$ cat config.mk
export PLATFORM = sky130hd
export DESIGN_NAME = sdm_chan
export DESIGN_NICKNAME = d
export VERILOG_FILES = /design/src/rtl/sdm_pkg.sv /design/src/rtl/sdm_chan.sv
export SDC_FILE = /design/constraint.sdc
export NUM_CORES = 2
export LEC_CHECK = 0
export BUFFER_PORTS_ARGS = -buffer_cell sky130_fd_sc_hd__buf_2
export CAP_MARGIN = 20
export CORE_UTILIZATION = 62
export CTS_BUF_LIST = sky130_fd_sc_hd__clkbuf_16
export CTS_CLUSTER_SIZE = 16
export DETAILED_ROUTE_END_ITERATION = 10
export PLACE_DENSITY_LB_ADDON = 0.3
export RECOVER_POWER = 50
export SLEW_MARGIN = 20
export SYNTH_ARGS = -nofsm -noshare
export SYNTH_HDL_FRONTEND = slang
export SYNTH_SLANG_ARGS = --single-unit
$ cat constraint.sdc
create_clock -name clk -period 9.3 [get_ports clk]
set_input_delay 0.93 -clock clk [delete_from_list [all_inputs] [get_ports clk]]
set_output_delay 0.93 -clock clk [all_outputs]
set_load 0.05 [all_outputs]
$ cat src/rtl/sdm_pkg.sv
package sdm_pkg;

	localparam int DEFAULT_SAMPLE_DEPTH = 65536;
	localparam int NUM_CH = 4;
	localparam int MAX_ADDR_W = 24;
	localparam logic [15:0] MIN_PERIOD = 16'd100;
	localparam logic [23:0] TICK_RELOAD_RST = 24'd1000;

	typedef enum logic [1:0] {
		REQ_TICK = 2'd0,
		REQ_MEM_WR = 2'd1,
		REQ_REG_WR = 2'd2,
		REQ_NONE = 2'd3
	} req_t;

	typedef enum logic [2:0] {
		SEL_START = 3'd0,
		SEL_LENGTH = 3'd1,
		SEL_PERIOD = 3'd2,
		SEL_VOLUME = 3'd3,
		SEL_CONTROL = 3'd4,
		SEL_PEND_START = 3'd5,
		SEL_PEND_LENGTH = 3'd6,
		SEL_PEND_ADD = 3'd7
	} reg_sel_t;

	typedef struct packed {
		logic [MAX_ADDR_W-1:0] addr;
		logic [7:0] vol;
		logic snd;
	} voice_t;

endpackage

$ cat src/rtl/sdm_chan.sv
module sdm_chan import sdm_pkg::*; (
	input logic clk,
	input logic arst_n,
	input logic wr_en,
	input logic [1:0] wr_ch,
	input reg_sel_t wr_sel,
	input logic [15:0] wr_data,
	input logic tick_en,
	output voice_t voice [NUM_CH],
	output logic [NUM_CH-1:0] flags
);

	logic on_q [NUM_CH];
	logic looping_q [NUM_CH];
	logic muted_q [NUM_CH];
	logic [15:0] start_q [NUM_CH];
	logic [15:0] len_q [NUM_CH];
	logic [16:0] off_q [NUM_CH];
	logic [16:0] cd_q [NUM_CH];
	logic [15:0] period_q [NUM_CH];
	logic [7:0] vol_q [NUM_CH];
	logic ps_vld_q [NUM_CH];
	logic [15:0] ps_q [NUM_CH];
	logic pl_vld_q [NUM_CH];
	logic [15:0] pl_q [NUM_CH];
	logic [15:0] padd_q [NUM_CH];

	logic nxt_on [NUM_CH];
	logic [15:0] nxt_start [NUM_CH];
	logic [15:0] nxt_len [NUM_CH];
	logic [16:0] nxt_off [NUM_CH];
	logic [16:0] nxt_cd [NUM_CH];
	logic nxt_loop [NUM_CH];
	logic [16:0] off1 [NUM_CH];
	logic [24:0] sum [NUM_CH];

	always_comb begin
		for (int c = 0; c < NUM_CH; c++) begin
			nxt_on[c] = on_q[c];
			nxt_start[c] = start_q[c];
			nxt_len[c] = len_q[c];
			nxt_off[c] = off_q[c];
			nxt_cd[c] = cd_q[c];
			nxt_loop[c] = 1'b0;
			off1[c] = off_q[c] + 17'd1;
			if (on_q[c] && period_q[c] >= MIN_PERIOD) begin
				if (cd_q[c] == 17'd0) begin
					nxt_cd[c] = {1'b0, period_q[c]};
					nxt_off[c] = off1[c];
					if (off1[c] >= {len_q[c], 1'b0}) begin
						nxt_loop[c] = 1'b1;
						nxt_off[c] = 17'd0;
						if (ps_vld_q[c])
							nxt_start[c] = ps_q[c];
						if (pl_vld_q[c])
							nxt_len[c] = pl_q[c];
						if (padd_q[c] != 16'd0)
							nxt_start[c] = nxt_start[c] + padd_q[c];
						if (!looping_q[c])
							nxt_on[c] = 1'b0;
					end
				end else begin
					nxt_cd[c] = cd_q[c] - 17'd1;
				end
			end
			sum[c] = {9'd0, nxt_start[c]} + {8'd0, nxt_off[c]};
			voice[c].addr = sum[c][MAX_ADDR_W-1:0];
			voice[c].vol = vol_q[c];
			voice[c].snd = on_q[c] && !muted_q[c];
			flags[c] = nxt_loop[c];
		end
	end

	always_ff @(posedge clk or negedge arst_n) begin
		if (!arst_n) begin
			for (int c = 0; c < NUM_CH; c++) begin
				on_q[c] <= 1'b0;
				looping_q[c] <= 1'b1;
				muted_q[c] <= 1'b0;
				start_q[c] <= '0;
				len_q[c] <= '0;
				off_q[c] <= '0;
				cd_q[c] <= '0;
				period_q[c] <= '0;
				vol_q[c] <= '0;
				ps_vld_q[c] <= 1'b0;
				ps_q[c] <= '0;
				pl_vld_q[c] <= 1'b0;
				pl_q[c] <= '0;
				padd_q[c] <= '0;
			end
		end else if (tick_en) begin
			for (int c = 0; c < NUM_CH; c++) begin
				on_q[c] <= nxt_on[c];
				start_q[c] <= nxt_start[c];
				len_q[c] <= nxt_len[c];
				off_q[c] <= nxt_off[c];
				cd_q[c] <= nxt_cd[c];
				if (nxt_loop[c]) begin
					ps_vld_q[c] <= 1'b0;
					pl_vld_q[c] <= 1'b0;
					padd_q[c] <= '0;
				end
			end
		end else if (wr_en) begin
			unique case (wr_sel)
				SEL_START: start_q[wr_ch] <= wr_data;
				SEL_LENGTH: len_q[wr_ch] <= wr_data;
				SEL_PERIOD: period_q[wr_ch] <= wr_data;
				SEL_VOLUME: vol_q[wr_ch] <= wr_data[7:0];
				SEL_CONTROL: begin
					on_q[wr_ch] <= wr_data[0];
					looping_q[wr_ch] <= wr_data[1];
					muted_q[wr_ch] <= wr_data[2];
				end
				SEL_PEND_START: begin
					ps_q[wr_ch] <= wr_data;
					ps_vld_q[wr_ch] <= 1'b1;
				end
				SEL_PEND_LENGTH: begin
					pl_q[wr_ch] <= wr_data;
					pl_vld_q[wr_ch] <= 1'b1;
				end
				SEL_PEND_ADD: padd_q[wr_ch] <= wr_data;
				default: ;
			endcase
		end
	end

endmodule

Yosys cells after proc, flatten, opt, wreduce, memory -nomap -nowiden --
Index checks and enable logic that the tools add are counted.
Word-level totals: register bits 572, input port bits 25, output and inout bits 136
Operators by class: add/subtract/negate cells 16, magnitude comparators 10, eq/ne operators 31, multiplexer cells 134, bitwise operators 4, reduce and logical (&&, ||, !) cells 59
Operators by type and width (count):
- $mux W16 | 53
- $mux W64 | 9
- $bwmux W64 | 6
- $mux W17 | 16
- $add A16 B17 Y18 | 4
- $add A17 B1 Y17 const B | 4
- $ge A17 B17 Y1 | 4
- $logic_not A17 Y1 | 4
- $sub A17 B1 Y17 const B | 4
- $add A16 B16 Y16 | 4
- $ge A16 B7 Y1 const B | 4
- $reduce_bool A16 Y1 | 4
- $reduce_and A3 Y1 | 17
- $reduce_and A6 Y1 | 8
- $ne A2 B1 Y1 const B | 20
- $mux W4 | 9
- $mux W1 | 33
- $bwmux W32 | 1
- $demux W16 S2 | 1
- $demux W8 S2 | 1
- $reduce_bool A2 Y1 | 7
- $bwmux W4 | 3
- $eq A3 B3 Y1 const B | 4
- $reduce_and A2 Y1 | 5
- other kinds (13) | 29

Depth between registers and ports, before layout --
depth after elaboration 11, mapped depth 31

Worst setup path before layout --
No wires, ideal clock.
path type register -> output, from register off_q[34] in the netlist's numbering, to output voice[89] in the netlist's numbering, arrival 6579 ps, data required time 8370 ps, path slack 1791 ps, cell stages (with the launch flop) 31, buffers on the path 2, cell sequence dfrtp_1 > ha_1 > and3_1 > and3_1 > nand3_1 > xnor2_1 > ha_1 > a21o_1 > a21o_1 > a21oi_1 > o211ai_1 > a311o_1 > a21o_1 > a21oi_1 > clkbuf_1 > clkbuf_1 > nand2_1 > o21ai_0 > ha_1 > inv_1 > fa_1 > nor2b_1 > o21ai_0 > a21boi_0 > o21ai_0 > a2111oi_0 > o21a_1 > o21ai_0 > a21oi_1 > a21oi_1 > xnor2_1
RTL lines:
- start: declaration | RTL line sdm_chan.sv:18 | logic [16:0] off_q [NUM_CH];
- start signal: indexed assignment | RTL line sdm_chan.sv:97 | off_q[c] <= nxt_off[c];
- end: declaration | RTL line sdm_chan.sv:9 | output voice_t voice [NUM_CH],

==> impl_metrics.toml <==
[timing]
max_slew_margin = -3.08
setup-tns-final_ns = 0
post-route-period-util = 0.924
fin_crit_ns = 8.60
worst_slack_ns = 0.703
max_freq_mhz = 116
hold_viol = 0
worstMarginPinSlew_ns = 6.12
setup_viol = 0
maxSlewViolCount = 651
final.setup_skew_ns = 0.0207
grt_setup_unrepaired = "no"

[setup_path]
crit_type = "register to output pin"
max_stage_delay_ns = 0.50
cp_common_cell = "o21ai_0"
path_buf_inv = 3
path_delay_family = "compound AO/OA/AOI/OAI gates"
required_ns = 8.37
cp_slowest_cell = "nand2b_2"
startpoint_type = "register"
reg2reg_depth = 16
worst-path-max-fanout = 25
cp.depth = 30
end_kind = "output pin"
cp_data_arrival_time_ns = 7.67

[yosys]
synthCells = 3913
synthAdderAreaFrac = 0.0719
syn-cell-area_um2 = 36300
synth_area_per_cell_um2 = 9.29
synth_simple_gate_area_frac = 0.139
async_flop_share = 1.00
synth_compound_area_frac = 0.196
yosys.cell_types.count = 87
synth_area_leaders = "dfrtp_1 (39%), mux2_2 (10%), ha_1 (6.7%)"
synth_edf_count = 0
ys.flop_type = "dfrtp_1"
yosysTopAreaCell = "dfrtp_1"
synth_mux_area_frac = 0.117
yosys_warnings = 0
synthDominantCellAreaShare = 0.391
seq_area_frac_synth = 0.394
synth-seq-cells = 572
synth_top_family_by_area = "compound AO/OA/AOI/OAI gates"
synth_xor_area_frac = 0.0359

[drt]
drt_iter0_drc = 3020
drt_wl_total_mm = 101
via_per_inst = 6.49
num_vias = 30813
ant_nets = 0
post_drt_wl_per_cell_um = 21.2
drc = 0
drt_pass1_iterations = 9

[final_layout]
final_cells = 4748
layout_common_cells = "dfrtp_1 (568), o21ai_0 (379), nand2_1 (340), mux2_2 (328), nor2_1 (279)"
syn2layout_area_growth_pct = 8.57
design_area_um2 = 39500
layout_commonest_cell = "dfrtp_1"
nets = 4162
drive_gt1_frac = 0.152

[global_routing]
grt_pass1_vias = 29088
grt_pass1_wl_mm = 159
track_usage = 0.335
grt_max_degree = 158
grt.overflow.total = 0
antenna_found_initial = 5

[placed_design]
postPlaceCellArea_um2 = 37500
gp_congestion = 0.935
portBuffers = 136
dp_slack_ns = 1.55
place_hpwl_mm = 66.0
placed_cells = 4635

[clock_network]
clk_pin_slew_ns = 0.06
worstSkewPairLatency_ns = 0.65
cts_tree = "yes"
ctsResizeCount = 0
cts_root_buf = "clkbuf_16"
cts_max_level = 2
numCtsBuffers = 61
cts_buffer_depth = 3
cts_setup_buffers = 0
cts.sinks = 572
cts_hold_buf = 0

[floorplan]
coreArea_um2 = 57800
rows = 88
initial_core_util = 0.629
die_w_um = 244
die_area_um2 = 59600
io_pins = 161
die_y_um = 244

[power_and_ir_drop]
switching_power_uw = 3260
clockPowerShare = 0.293
power_density_nw_per_um2 = 222
p_comb_frac = 0.326
leakagePower_uw = 0.0183
swShare = 0.373
p_int_uw = 5500
vdd.ir_drop.worst_mv = 0.176
sequentialPowerShare = 0.380

[hold_path]
min_path_cells = 1
hold_class = "register to register"

[outcome]
violations = "max-capacitance violations, max-slew violations"
status = "complete, but fails checks"

[run]
maxCapViolCount = 6
[flip-flops by register name (all words and copies together), names as in the netlist]
| register | cells |
|---|---|
| padd_q | 64 |
| on_q | 4 |
| ps_vld_q | 4 |
| cd_q | 68 |
| voice | 32 |
| muted_q | 4 |
| pl_q | 64 |
| len_q | 64 |
| off_q | 68 |
| start_q | 64 |
| ps_q | 64 |
| period_q | 64 |
| pl_vld_q | 4 |
| looping_q | 4 |
[synthesized netlist by cell type (all sizes together) (43+ instances only)]
cell type,number
inv,162
buf,45
nand2,340
ha,196
xnor2,96
a22oi,156
a21oi,213
o21ai,391
dfrtp,568
xor2,53
nand3,100
and3,49
mux2i,55
clkbuf,205
nor2,283
mux2,329
nor2b,43
a221o,55
nor3,83
[worst paths after layout]
path / start / to / slack (ns)
worst max-delay path: off_q[34] / voice[91] / 0.70
worst min-delay path: ps_q[56] / ps_q[56] / 0.50
worst max register to register: off_q[34] / padd_q[34] / 4.27
worst min register to register: ps_q[56] / ps_q[56] / 0.50
max in group asynchronous: arst_n / period_q[18] / 1.78
min in group asynchronous: arst_n / off_q[11] / 2.54
[power by group through the flow]
| stage | Combinational [µW] | Clock (µW) | Sequential (µW) |
|---|---|---|---|
| 2_1_floorplan | 2140 | 0 | 3290 |
| 3_3_place_gp | 2760 | 0 | 3330 |
| 3_5_place_dp | 2830 | 0 | 3350 |
| 4_1_cts | 2840 | 2590 | 3310 |
| 5_1_grt | 3130 | 2690 | 3380 |
| 6_report | 2860 | 2570 | 3330 |
[cell families (layout without fill, tap and decap cells)]
| family | after synthesis | count (layout) |
|---|---|---|
| AO/OA/AOI/OAI | 1111 | 1111 |
| AND/OR/NAND/NOR | 1079 | 1079 |
| flip-flops | 572 | 572 |
| buffers and inverters | 413 | 458 |
| multiplexers | 384 | 384 |
| adder cells (fa/ha/maj) | 204 | 204 |
| XOR/XNOR | 149 | 149 |
| other | 1 | 26 |
[per-layer routing]
layer  global-route usage  share of wire
met1                0.471           0.43
met2                0.509           0.44
met3               0.0717          0.090
met4                0.124          0.037
met5                    0        0.00051
[through the flow]
stage | hold slack (ns) | util | power [µW]
finish | 0.502 | 0.683 | 8760
global route | 0.515 | 0.683 | 9200
CTS | 0.389 | 0.684 | 8750
detailed placement | 0.486 | 0.648 | 6170
global placement | 0.477 | 0.648 | 6090
floorplan | 0.456 | - | 5430
[final cells by class]
type,instances,area (µm²)
Antenna cell,2,5.00
Clock buffer,61,1530
Clock inverter,50,543
Fill cell,4511,18400
Inverter,163,612
Multi-Input combinational cell,2951,20500
Sequential cell,572,14300
Tap cell,765,957
Timing Repair Buffer,184,1000
Note: power is estimated with default switching activity, not from simulation.
